## config.mk

```make
export PLATFORM = sky130hd
export DESIGN_NAME = sha1_message_hasher
export DESIGN_NICKNAME = d
export VERILOG_FILES = /design/src/rtl/sha1mh_pkg.sv /design/src/rtl/sha1mh_ctrl.sv /design/src/rtl/sha1mh_dp.sv /design/src/rtl/sha1_message_hasher.sv
export SDC_FILE = /design/constraint.sdc
export NUM_CORES = 2
export LEC_CHECK = 0
export ABC_AREA = 0
export ABC_CLOCK_PERIOD_IN_PS = 14500
export BUFFER_PORTS_ARGS = -buffer_cell sky130_fd_sc_hd__buf_2
export CAP_MARGIN = 20
export CORE_MARGIN = 5
export CORE_UTILIZATION = 57
export DETAILED_ROUTE_END_ITERATION = 6
export GPL_TIMING_DRIVEN = 0
export PLACE_DENSITY = 0.77
export SYNTH_ARGS = -nofsm -noshare
export SYNTH_HDL_FRONTEND = slang
export SYNTH_SLANG_ARGS = --single-unit
```

## constraint.sdc

```tcl
create_clock -name clk -period 14.5 [get_ports clk]
set_input_delay 0 -clock clk [delete_from_list [all_inputs] [get_ports clk]]
set_output_delay 0 -clock clk [all_outputs]
set_load 0.03 [all_outputs]
```

## src/rtl/sha1mh_pkg.sv

```systemverilog
// ----------------------------------------------------------------------------
// sha1mh_pkg
// Shared constants, command/status types and round helpers for the SHA-1
// message hasher.
// ----------------------------------------------------------------------------
package sha1mh_pkg;

  // initial chaining values
  localparam logic [31:0] IV0 = 32'h67452301;
  localparam logic [31:0] IV1 = 32'hefcdab89;
  localparam logic [31:0] IV2 = 32'h98badcfe;
  localparam logic [31:0] IV3 = 32'h10325476;
  localparam logic [31:0] IV4 = 32'hc3d2e1f0;

  // round constants, one per group of twenty rounds
  localparam logic [31:0] K0 = 32'h5a827999;
  localparam logic [31:0] K1 = 32'h6ed9eba1;
  localparam logic [31:0] K2 = 32'h8f1bbcdc;
  localparam logic [31:0] K3 = 32'hca62c1d6;

  localparam logic [7:0] PAD_BYTE     = 8'h80;
  localparam logic [5:0] FILL_LEN_POS = 6'd56;
  localparam logic [5:0] FILL_LAST    = 6'd63;
  localparam logic [6:0] LAST_ROUND   = 7'd79;

  // source of the byte shifted into the block line
  localparam logic [1:0] SEL_IN   = 2'd0;
  localparam logic [1:0] SEL_PAD  = 2'd1;
  localparam logic [1:0] SEL_ZERO = 2'd2;
  localparam logic [1:0] SEL_LEN  = 2'd3;

  // round groups
  localparam logic [1:0] GRP_CH  = 2'd0;
  localparam logic [1:0] GRP_PAR = 2'd1;
  localparam logic [1:0] GRP_MAJ = 2'd2;
  localparam logic [1:0] GRP_PR2 = 2'd3;

  typedef struct packed {
    logic       shift_en;   // shift one byte into the block line
    logic [1:0] byte_sel;   // which byte
    logic       count_en;   // add eight to the bit count
    logic       load_work;  // copy chain words into working vars
    logic       round_en;   // run one compression round
    logic [6:0] round_idx;  // round number, 0..79
    logic       chain_add;  // fold working vars into the chain
    logic       emit;       // load digest register, restart chain
  } cmd_t;

  typedef struct packed {
    logic fill_wrap;   // next byte completes the block
    logic fill_at_len; // block holds 56 bytes, length goes next
  } status_t;

  function automatic logic [1:0] round_group(input logic [6:0] idx);
    logic [1:0] g;
    if (idx < 7'd20)      g = GRP_CH;
    else if (idx < 7'd40) g = GRP_PAR;
    else if (idx < 7'd60) g = GRP_MAJ;
    else                  g = GRP_PR2;
    return g;
  endfunction

endpackage

```

## src/rtl/sha1mh_ctrl.sv

```systemverilog
// ----------------------------------------------------------------------------
// sha1mh_ctrl
// Sequencer: takes input items, drives padding, length append, the 80-round
// compression and the digest hand-off.
// ----------------------------------------------------------------------------
module sha1mh_ctrl (
  input  logic                clk,
  input  logic                rst_n,
  input  logic                in_tvalid,
  output logic                in_tready,
  input  logic                byte_valid,
  input  logic                msg_last,
  output logic                out_tvalid,
  input  logic                out_tready,
  input  sha1mh_pkg::status_t stat,
  output sha1mh_pkg::cmd_t    cmd
);
  import sha1mh_pkg::*;

  localparam logic [2:0] S_IDLE = 3'd0;
  localparam logic [2:0] S_PAD  = 3'd1;
  localparam logic [2:0] S_ZERO = 3'd2;
  localparam logic [2:0] S_LEN  = 3'd3;
  localparam logic [2:0] S_COMP = 3'd4;
  localparam logic [2:0] S_ADD  = 3'd5;
  localparam logic [2:0] S_OUT  = 3'd6;

  logic [2:0] state_r, state_nxt;
  logic [2:0] ret_r, ret_nxt;
  logic [6:0] round_r, round_nxt;
  logic       out_valid_r, out_valid_nxt;
  logic       in_fire;

  assign in_tready  = (state_r == S_IDLE);
  assign in_fire    = in_tvalid && in_tready;
  assign out_tvalid = out_valid_r;

  // next state and commands
  always_comb begin
    state_nxt     = state_r;
    ret_nxt       = ret_r;
    round_nxt     = round_r;
    cmd           = '0;
    cmd.round_idx = round_r;
    case (state_r)
      S_IDLE: begin
        if (in_fire) begin
          if (byte_valid) begin
            cmd.shift_en = 1'b1;
            cmd.byte_sel = SEL_IN;
            cmd.count_en = 1'b1;
          end
          if (byte_valid && stat.fill_wrap) begin
            cmd.load_work = 1'b1;
            state_nxt     = S_COMP;
            ret_nxt       = msg_last ? S_PAD : S_IDLE;
          end else if (msg_last) begin
            state_nxt = S_PAD;
          end
        end
      end
      S_PAD: begin
        cmd.shift_en = 1'b1;
        cmd.byte_sel = SEL_PAD;
        if (stat.fill_wrap) begin
          cmd.load_work = 1'b1;
          state_nxt     = S_COMP;
          ret_nxt       = S_ZERO;
        end else begin
          state_nxt = S_ZERO;
        end
      end
      S_ZERO: begin
        if (stat.fill_at_len) begin
          state_nxt = S_LEN;
        end else begin
          cmd.shift_en = 1'b1;
          cmd.byte_sel = SEL_ZERO;
          if (stat.fill_wrap) begin
            cmd.load_work = 1'b1;
            state_nxt     = S_COMP;
            ret_nxt       = S_ZERO;
          end
        end
      end
      S_LEN: begin
        cmd.shift_en = 1'b1;
        cmd.byte_sel = SEL_LEN;
        if (stat.fill_wrap) begin
          cmd.load_work = 1'b1;
          state_nxt     = S_COMP;
          ret_nxt       = S_OUT;
        end
      end
      S_COMP: begin
        cmd.round_en = 1'b1;
        if (round_r == LAST_ROUND) begin
          round_nxt = '0;
          state_nxt = S_ADD;
        end else begin
          round_nxt = round_r + 7'd1;
        end
      end
      S_ADD: begin
        cmd.chain_add = 1'b1;
        state_nxt     = ret_r;
      end
      S_OUT: begin
        if (!out_valid_r || out_tready) begin
          cmd.emit  = 1'b1;
          state_nxt = S_IDLE;
        end
      end
      default: begin
        state_nxt = S_IDLE;
      end
    endcase
  end

  // output valid flag
  always_comb begin
    if (cmd.emit)        out_valid_nxt = 1'b1;
    else if (out_tready) out_valid_nxt = 1'b0;
    else                 out_valid_nxt = out_valid_r;
  end

  always_ff @(posedge clk) begin
    if (!rst_n) begin
      state_r     <= S_IDLE;
      ret_r       <= S_IDLE;
      round_r     <= '0;
      out_valid_r <= 1'b0;
    end else begin
      state_r     <= state_nxt;
      ret_r       <= ret_nxt;
      round_r     <= round_nxt;
      out_valid_r <= out_valid_nxt;
    end
  end

endmodule

```

## src/rtl/sha1mh_dp.sv

```systemverilog
// ----------------------------------------------------------------------------
// sha1mh_dp
// Datapath: 64-byte block shift line doubling as the message schedule,
// working variables, chaining words, bit count and digest register.
// ----------------------------------------------------------------------------
module sha1mh_dp (
  input  logic                clk,
  input  logic                rst_n,
  input  logic [7:0]          data_byte,
  input  sha1mh_pkg::cmd_t    cmd,
  output sha1mh_pkg::status_t stat,
  output logic [159:0]        digest
);
  import sha1mh_pkg::*;

  logic [511:0]     blk_r, blk_nxt;
  logic [5:0]       fill_r, fill_nxt;
  logic [63:0]      bit_cnt_r, bit_cnt_nxt;
  logic [4:0][31:0] chain_r, chain_nxt;
  logic [4:0][31:0] work_r, work_nxt;
  logic [159:0]     digest_r, digest_nxt;

  logic [7:0]  shift_byte;
  logic [31:0] w_cur, w_mix, w_new;
  logic [31:0] fa, fb, fc, fd, fe;
  logic [31:0] f_val, k_val, t_val;

  assign stat.fill_wrap   = (fill_r == FILL_LAST);
  assign stat.fill_at_len = (fill_r == FILL_LEN_POS);
  assign digest           = digest_r;

  // byte source for the block line
  always_comb begin
    case (cmd.byte_sel)
      SEL_IN:   shift_byte = data_byte;
      SEL_PAD:  shift_byte = PAD_BYTE;
      SEL_ZERO: shift_byte = 8'h00;
      SEL_LEN:  shift_byte = bit_cnt_r[63:56];
      default:  shift_byte = 8'h00;
    endcase
  end

  // schedule taps: word k of the line sits at bits 511-32k
  assign w_cur = blk_r[511:480];
  assign w_mix = blk_r[95:64] ^ blk_r[255:224] ^ blk_r[447:416] ^ blk_r[511:480];
  assign w_new = {w_mix[30:0], w_mix[31]};

  // round function
  assign fa = work_r[0];
  assign fb = work_r[1];
  assign fc = work_r[2];
  assign fd = work_r[3];
  assign fe = work_r[4];

  always_comb begin
    case (round_group(cmd.round_idx))
      GRP_CH: begin
        f_val = (fb & fc) | (~fb & fd);
        k_val = K0;
      end
      GRP_PAR: begin
        f_val = fb ^ fc ^ fd;
        k_val = K1;
      end
      GRP_MAJ: begin
        f_val = (fb & fc) | (fb & fd) | (fc & fd);
        k_val = K2;
      end
      GRP_PR2: begin
        f_val = fb ^ fc ^ fd;
        k_val = K3;
      end
      default: begin
        f_val = fb ^ fc ^ fd;
        k_val = K3;
      end
    endcase
  end

  assign t_val = {fa[26:0], fa[31:27]} + f_val + fe + k_val + w_cur;

  // register updates
  always_comb begin
    blk_nxt     = blk_r;
    fill_nxt    = fill_r;
    bit_cnt_nxt = bit_cnt_r;
    chain_nxt   = chain_r;
    work_nxt    = work_r;
    digest_nxt  = digest_r;

    if (cmd.shift_en) begin
      blk_nxt  = {blk_r[503:0], shift_byte};
      fill_nxt = fill_r + 6'd1;
    end else if (cmd.round_en) begin
      blk_nxt = {blk_r[479:0], w_new};
    end

    if (cmd.count_en) begin
      bit_cnt_nxt = bit_cnt_r + 64'd8;
    end else if (cmd.shift_en && (cmd.byte_sel == SEL_LEN)) begin
      bit_cnt_nxt = {bit_cnt_r[55:0], 8'h00};
    end

    if (cmd.load_work) begin
      work_nxt = chain_r;
    end else if (cmd.round_en) begin
      work_nxt[0] = t_val;
      work_nxt[1] = fa;
      work_nxt[2] = {fb[1:0], fb[31:2]};
      work_nxt[3] = fc;
      work_nxt[4] = fd;
    end

    if (cmd.chain_add) begin
      for (int i = 0; i < 5; i++) begin
        chain_nxt[i] = chain_r[i] + work_r[i];
      end
    end

    // digest hand-off and restart for the next message
    if (cmd.emit) begin
      digest_nxt  = {chain_r[4], chain_r[2], chain_r[3], chain_r[0], chain_r[1]};
      chain_nxt   = {IV4, IV3, IV2, IV1, IV0};
      bit_cnt_nxt = '0;
      fill_nxt    = '0;
    end
  end

  // control-side state
  always_ff @(posedge clk) begin
    if (!rst_n) begin
      fill_r    <= '0;
      bit_cnt_r <= '0;
      chain_r   <= {IV4, IV3, IV2, IV1, IV0};
    end else begin
      fill_r    <= fill_nxt;
      bit_cnt_r <= bit_cnt_nxt;
      chain_r   <= chain_nxt;
    end
  end

  // payload registers
  always_ff @(posedge clk) begin
    blk_r    <= blk_nxt;
    work_r   <= work_nxt;
    digest_r <= digest_nxt;
  end

endmodule

```

## src/rtl/sha1_message_hasher.sv

```systemverilog
// ----------------------------------------------------------------------------
// sha1_message_hasher
// Streaming SHA-1 digest of byte messages.
//
// Input channel: one item per message byte. in_tuser says whether in_tdata
// holds a message byte; in_tlast ends the message. A last item with no byte
// finishes the message as it stands (empty message allowed).
// Output channel: one 160-bit digest per message, after its last item.
//
// Flow: a byte is taken while the sequencer is idle; every 64th byte then
// holds the input off for the 80 rounds (one per cycle in the round unit)
// and the chain fold. A last item adds the pad, zero fill and length bytes
// (one byte per cycle through the block shift line outside compressions;
// the zero fill halts at the length position), one or two compressions,
// and the load of the digest register.
// The input stays ready only between messages and bytes; while a digest
// waits in the output register the next message is still taken, and the
// block stalls only when a new digest is due and the old one is not taken.
// Reset restores the initial chaining values and clears the bit count, the
// fill count and the output valid flag.
// ----------------------------------------------------------------------------
module sha1_message_hasher (
  input  logic         clk,
  input  logic         rst_n,
  input  logic         in_tvalid,
  output logic         in_tready,
  input  logic [7:0]   in_tdata,   // [7:0] data_byte
  input  logic         in_tuser,   // [0] byte_valid
  input  logic         in_tlast,
  output logic         out_tvalid,
  input  logic         out_tready,
  output logic [159:0] out_tdata   // [63:0] digest_high, [127:64] digest_mid,
                                   // [159:128] digest_low
);
  import sha1mh_pkg::*;

  cmd_t    cmd;
  status_t stat;

  sha1mh_ctrl u_ctrl (
    .clk        (clk),
    .rst_n      (rst_n),
    .in_tvalid  (in_tvalid),
    .in_tready  (in_tready),
    .byte_valid (in_tuser),
    .msg_last   (in_tlast),
    .out_tvalid (out_tvalid),
    .out_tready (out_tready),
    .stat       (stat),
    .cmd        (cmd)
  );

  sha1mh_dp u_dp (
    .clk       (clk),
    .rst_n     (rst_n),
    .data_byte (in_tdata),
    .cmd       (cmd),
    .stat      (stat),
    .digest    (out_tdata)
  );

  // a new digest never overwrites one still waiting
  a_emit_free: assert property (@(posedge clk) disable iff (!rst_n)
    cmd.emit |-> (!out_tvalid || out_tready))
    else $error("digest loaded while previous one pending");

  // output valid only rises after a digest load
  a_valid_src: assert property (@(posedge clk) disable iff (!rst_n)
    $rose(out_tvalid) |-> $past(cmd.emit))
    else $error("output valid without digest load");

  // last round is followed by the chain fold
  a_fold: assert property (@(posedge clk) disable iff (!rst_n)
    (cmd.round_en && (cmd.round_idx == LAST_ROUND)) |=> cmd.chain_add)
    else $error("chain fold missing after last round");

  // no input taken during compression
  a_busy: assert property (@(posedge clk) disable iff (!rst_n)
    (cmd.round_en || cmd.chain_add) |-> !in_tready)
    else $error("input ready during compression");

endmodule
```

## After elaboration in Yosys (flattened, before gate mapping)

Index checks and enable logic that the tools add are counted.

| operators by class | value |
|---|---|
| eq/ne operators | 22 |
| add/subtract/negate cells | 12 |
| bitwise gates (word level) | 14 |
| reductions and logical operators | 18 |
| multiplexer cells | 44 |
| $lt $le $gt $ge | 3 |

Operator list:

| kind | number |
|---|---|
| $mux 512 | 2 |
| $mux 160 | 2 |
| $add 32x32->32 | 9 |
| $xor 32x32->32 | 5 |
| $and 32x32->32 | 4 |
| $mux 64 | 2 |
| $pmux 32 s4 | 1 |
| $or 32x32->32 | 3 |
| $pmux 32 s3 | 1 |
| $add 64x4->64 const B | 1 |
| $mux 3 | 14 |
| $not 32->32 | 1 |
| $pmux 8 s4 | 1 |
| $pmux 3 s4 | 2 |
| $pmux 3 s7 | 1 |
| $lt 7x6->1 const B | 2 |
| $eq 6x6->1 const B | 2 |
| $mux 1 | 12 |
| $eq 3x3->1 const B | 3 |
| $eq 2x2->1 const B | 4 |
| $reduce_bool 2->1 | 4 |
| $add 7x1->7 const B | 1 |
| $eq 7x7->1 const B | 1 |
| $lt 7x5->1 const B | 1 |
| 22 further kinds | 34 |

| storage, ports and cells | value |
|---|---|
| logic and storage cells | 131 |
| flip-flop bits (word level) | 1076 |

## Longest topological paths before layout

| logic depth | value |
|---|---|
| depth in word-level cells | 13 |
| mapped depth | 30 |

## Hierarchy

A second synthesis with hierarchy kept.

| unflattened totals | value |
|---|---|
| cells, all modules | 4523 |
| area total of the unflattened synthesis | 56172.6 um^2 |

By module, submodules not included:

| module | area each (um^2) | instances | cells an instance | sequential area each (um^2) |
|---|---|---|---|---|
| sha1mh_dp | 55351.8 | 1 | 4421 | 29528.3 |
| sha1mh_ctrl | 820.8 | 1 | 102 | 280.3 |

## Worst setup path before layout

No wires, ideal clock.

| path | value |
|---|---|
| path type | register to register |
| from | register u_dp.fill_r[0] |
| to | register u_dp.blk_r[0] (enable) |
| setup slack | 0.650 ns |
| arrival time | 10.196 ns |
| stages on the path, launching flop included | 10 |
| period minus slack after synthesis | 13.850 ns |
| cell sequence | dfxtp_1 -> inv_1 -> ha_1 -> nor3b_1 -> a21oi_1 -> o21ai_1 -> clkbuf_1 -> clkbuf_1 -> clkbuf_1 -> nand2_1 |

| on the way | value |
|---|---|
| cells in the longest elaborated chain, start to end | 4 |

RTL lines:

| item | RTL line | source |
|---|---|---|
| start: declaration | sha1mh_dp.sv:17 | `logic [5:0] fill_r, fill_nxt;` |
| start signal: assignment | sha1mh_dp.sv:136 | `fill_r <= fill_nxt;` |
| $eq 6x6->1 | sha1mh_dp.sv:29 | `assign stat.fill_at_len = (fill_r == FILL_LEN_POS);` |
| $mux 3 | sha1mh_ctrl.sv:74 | `if (stat.fill_at_len) begin` |
| $pmux 3 s4 | sha1mh_ctrl.sv:45 | `case (state_r)` |
| $reduce_bool 2->1 (no source line) | - |  |
| end signal: assignment | sha1mh_dp.sv:144 | `blk_r <= blk_nxt;` |
| end: declaration | sha1mh_dp.sv:16 | `logic [511:0] blk_r, blk_nxt;` |

No other way between the ends.
A chain may end at the register's enable or synchronous reset.

==> impl_table.tex <==
\begin{tabular}{lr}
\hline
Metric & Value \\
\hline
\multicolumn{2}{l}{\textbf{Flow run}} \\
Number of maximum-capacitance violations & 0 \\
\multicolumn{2}{l}{\textbf{GRT}} \\
Maximum number of pins on one net before global-route repair & 74 \\
Met1 Resource Use GR & 42.5\% \\
Global route hottest layer & met2 \\
Global routing usage on met2 & 55.4\% \\
Antenna violations before repair & 7 \\
All-layer global routing usage & 34.1\% \\
Vias in the first global route & 44037 \\
Routing usage on met3 & 5.59\% \\
First-pass GRT wire length & 274000 um \\
Global-route congestion overflow total & 0 \\
\multicolumn{2}{l}{\textbf{Synthesis}} \\
Cell count after synthesis & 5903 \\
Cell accounting for the most synthesized area & sky130\_fd\_sc\_hd\_\_edfxtp\_1 \\
Number of nets produced by synthesis & 6272 \\
Basic-gate share of the synthesized area counting and, or, nand and nor cells & 19.4\% \\
Share of the synthesized area in compound gates (AO/OA/AOI/OAI) & 11.3\% \\
Yosys warnings & 0 \\
Post-Syn Area per Cell & 9.63 sq um \\
Multiplexer share of the synthesized area & 0.216\% \\
EDFF count, synth & 832 \\
Post-Synth Adder-Cell Area & 9.47\% \\
Sequential cell area fraction in the yosys report & 52.4\% \\
Most area-consuming cells after synthesis & sky130\_fd\_sc\_hd\_\_edfxtp\_1 44\%, sky130\_fd\_sc\_hd\_\_nand2\_1 14\%, sky130\_fd\_sc\_hd\_\_dfxtp\_1 8.5\% \\
Flop and latch count out of synthesis & 1073 \\
Share of synthesized flip-flops with an asynchronous set or reset & 0\% \\
Cell variety after synth & 97 \\
Combinational family with the most area after synthesis & simple AND/OR/NAND/NOR gates \\
Predominant post-synthesis flop cell & sky130\_fd\_sc\_hd\_\_edfxtp\_1 \\
Post-synthesis xor/xnor area fraction & 3.76\% \\
Cell area after technology mapping & 56800 sq um \\
Post-synth top area share & 44.0\% \\
\multicolumn{2}{l}{\textbf{Pwr}} \\
Areal power density over the cells & 153 nW/um\^{}2 \\
Clock network fraction of total power & 29.5\% \\
Combinational fraction of design power & 22.1\% \\
Sw frac & 32.4\% \\
Post-layout power & 0.00974 W \\
Sequential Power Share & 48.4\% \\
Leakage component of the power & 26.4 nW \\
Largest voltage drop on the vdd net & 129 uV \\
Int Power & 0.00658 W \\
Net Sw Power & 0.00316 W \\
\multicolumn{2}{l}{\textbf{STA}} \\
Minimum setup slack in the final design & 6.15 ns \\
Transition time at the pin with the least slew margin & 1.31 ns \\
Slew HR & 12.9\% \\
Final Critical Period & 8.35 ns \\
RSZ-0062 raised after global routing & no \\
Count of final setup violators & 0 \\
Final Max Slew Viols & 0 \\
Max Freq & 0.120 GHz \\
Clock Skew & 0.0227 ns \\
Fraction of the cycle the final worst path needs & 57.6\% \\
Total count of hold-check failures in the final report & 0 \\
\multicolumn{2}{l}{\textbf{Final layout}} \\
Cell Count, Final, Fillers Out & 7612 \\
Fin util & 64.5\% \\
Layout Area Growth over Synthesis & 12.0\% \\
Commonest non-fill, non-tap cell in the layout & sky130\_fd\_sc\_hd\_\_nand2\_1 \\
Number of filler cells placed in the layout & 7944 \\
Commonest non-fill, non-tap cells in the layout & 2091 x sky130\_fd\_sc\_hd\_\_nand2\_1, 832 x sky130\_fd\_sc\_hd\_\_edfxtp\_1, 334 x sky130\_fd\_sc\_hd\_\_a21oi\_1 \\
Share of post-route cells with drive strength above 1 & 6.44\% \\
Final layout net count & 6600 \\
Area of the multi-input gates & 25100 sq um \\
Sequential cell area in the final layout & 29800 sq um \\
\multicolumn{2}{l}{\textbf{Worst setup path}} \\
Buffering stage count on the worst path with inverters included & 9 \\
Cell class contributing the biggest share of worst-path delay & compound AO/OA/AOI/OAI gates \\
Category of the most critical setup path & reg -> reg \\
Top fanout value on the critical path & 12 \\
Signal arrival time at the worst endpoint & 8.80 ns \\
CP Data Required Time & 14.95 ns \\
Critical Path Max Stage Delay & 0.63 ns \\
Slowest cell on crit path & sky130\_fd\_sc\_hd\_\_clkbuf\_1 \\
Endpoint class of the critical path & register \\
Launching element type of the critical path & register \\
\multicolumn{2}{l}{\textbf{Hold path}} \\
Kind of path behind the tightest hold check & in -> reg \\
\multicolumn{2}{l}{\textbf{Placement}} \\
Half-perimeter wire length after placement & 141000 um \\
Total instance count after detailed placement & 7388 \\
Port bufs & 175 \\
Worst setup slack after placement & 6.33 ns \\
Final estimated routing congestion in global placement & 1.00 \\
\multicolumn{2}{l}{\textbf{Clocking}} \\
Skew-Pair Late Insertion Delay & 0.73 ns \\
Post-CTS setup repair buffer count & 0 \\
TritonCTS clock tree & yes \\
Root Buffer Master & sky130\_fd\_sc\_hd\_\_clkbuf\_16 \\
Total number of clock tree sinks & 1073 \\
Clk slew on worst S/H paths & 0.06 ns \\
Total CTS buffers & 111 \\
Depth of the CTS H-tree & 3 \\
Clock Tree Buf Depth & 3 \\
\multicolumn{2}{l}{\textbf{Floorplanning}} \\
Boundary pin count & 176 \\
Floorplan die height & 326 um \\
Effective utilization at floorplan & 57.6\% \\
Die X-Extent & 326 um \\
Core outline area & 98700 sq um \\
Site Rows & 115 \\
Die Area & 106000 sq um \\
\multicolumn{2}{l}{\textbf{Route}} \\
Final routed DRC violation total & 0 \\
Vias & 46231 \\
Avg WL per Cell & 24.5 um \\
Remaining antenna violation count after routing & 0 \\
First DRT Iteration DRCs & 5782 \\
Via-per-instance ratio & 6.07 \\
Total length of routed wires & 187000 um \\
Number of search-and-repair iterations in the first detailed-routing pass & 6 \\
\multicolumn{2}{l}{\textbf{Status}} \\
Run status & complete, no violations \\
\hline
\end{tabular}
==> per-stage QoR <==
step           hold WS, ns  area, sq um  setup TNS (ns)
6_report             0.236        63600               0
5_1_grt              0.243        63600               0
4_1_cts              0.212        63600               0
3_5_place_dp         0.316        59800               0
3_3_place_gp         0.309        59300        -2514.69
2_1_floorplan        0.154        56800               0
==> logic make-up (layout without fill, tap and decap cells) <==
group                      after synthesis  after routing
and+or+nand+nor                       2703           2703
DFF                                   1073           1073
xor gates and xnor gates               244            244
buffers and inverters                  503            920
adders and majority gates              355            355
muxes                                   12             12
AOI/OAI and AO/OA                     1013           1013
other                                    0              5
==> worst paths after layout <==
kind | from | to | slack, ns | cells after the start
hold reg to reg | u_ctrl.ret_r[2]$_SDFFE_PN0P_ | u_ctrl.ret_r[2]$_SDFFE_PN0P_ | 0.48 | 2
hold / removal | in_tdata[3] | u_dp.blk_r[3]$_DFFE_PP_ | 0.24 | 4
setup reg to reg | u_ctrl.round_r[5]$_SDFFE_PN0P_ | u_dp.fa[26]$_DFFE_PP_ | 6.15 | 27
setup / recovery | u_ctrl.round_r[5]$_SDFFE_PN0P_ | u_dp.fa[26]$_DFFE_PP_ | 6.15 | 27
==> tightest hold or removal path, stage by stage <==
cell and delay [ns]:
sky130_fd_sc_hd__dlygate4sd3_1 0.52, sky130_fd_sc_hd__buf_2 0.13, sky130_fd_sc_hd__a22oi_1 0.10, sky130_fd_sc_hd__o21ai_0 0.09
==> registers in the layout (all words and copies together), names as in the netlist <==
| signal | flops |
|---|---|
| u_ctrl.out_tvalid | 1 |
| u_ctrl.ret_r | 3 |
| u_ctrl.round_r | 7 |
| u_ctrl.state_r | 3 |
| u_dp.bit_cnt_r | 61 |
| u_dp.blk_r | 512 |
| u_dp.chain_r | 160 |
| u_dp.digest | 160 |
| u_dp.fa | 32 |
| u_dp.fb | 32 |
| u_dp.fc | 32 |
| u_dp.fd | 32 |
| u_dp.fe | 32 |
| u_dp.fill_r | 6 |
==> cell usage after synthesis, drive strengths merged (77+ instances only) <==
cell    count
nand2    2093
nor2      239
nand3      77
edfxtp    832
inv       244
o21ai     237
dfxtp     241
xnor2     189
fa        125
ha        230
a21oi     335
clkbuf    231
==> timing repair <==
action	4_1_cts	5_1_grt
gates resized for setup	0	0
hold buffers	16	0
hold endpoints to repair	24	0
==> routing by layer <==
| metal | up-vias | wire [um] |
|---|---|---|
| met5 | - | 13 |
| met4 | 2 | 15600 |
| met3 | 666 | 16400 |
| met2 | 2592 | 85800 |
| met1 | 22007 | 68800 |
| li1 | 20964 | - |
==> power by group through the flow <==
stage	clock, W	combinational [W]	sequential [W]
floorplan	0	0.00150	0.00471
CTS	0.00289	0.00213	0.00469
global placement	0	0.00202	0.00503
detailed placement	0	0.00211	0.00475
global route	0.00303	0.00238	0.00475
finish	0.00288	0.00215	0.00471
==> layout make-up <==
cell class / instances / share of cell area [%]
antenna: 5 / 0.0197
buffer: 258 / 1.58
clock buffer: 146 / 4.86
clock inverter: 56 / 0.847
inverter: 245 / 1.47
multi-input combinational: 4327 / 39.5
sequential: 1073 / 46.8
tap: 1287 / 2.53
timing repair buffer: 215 / 2.39
(Power assumes the default switching activity.)
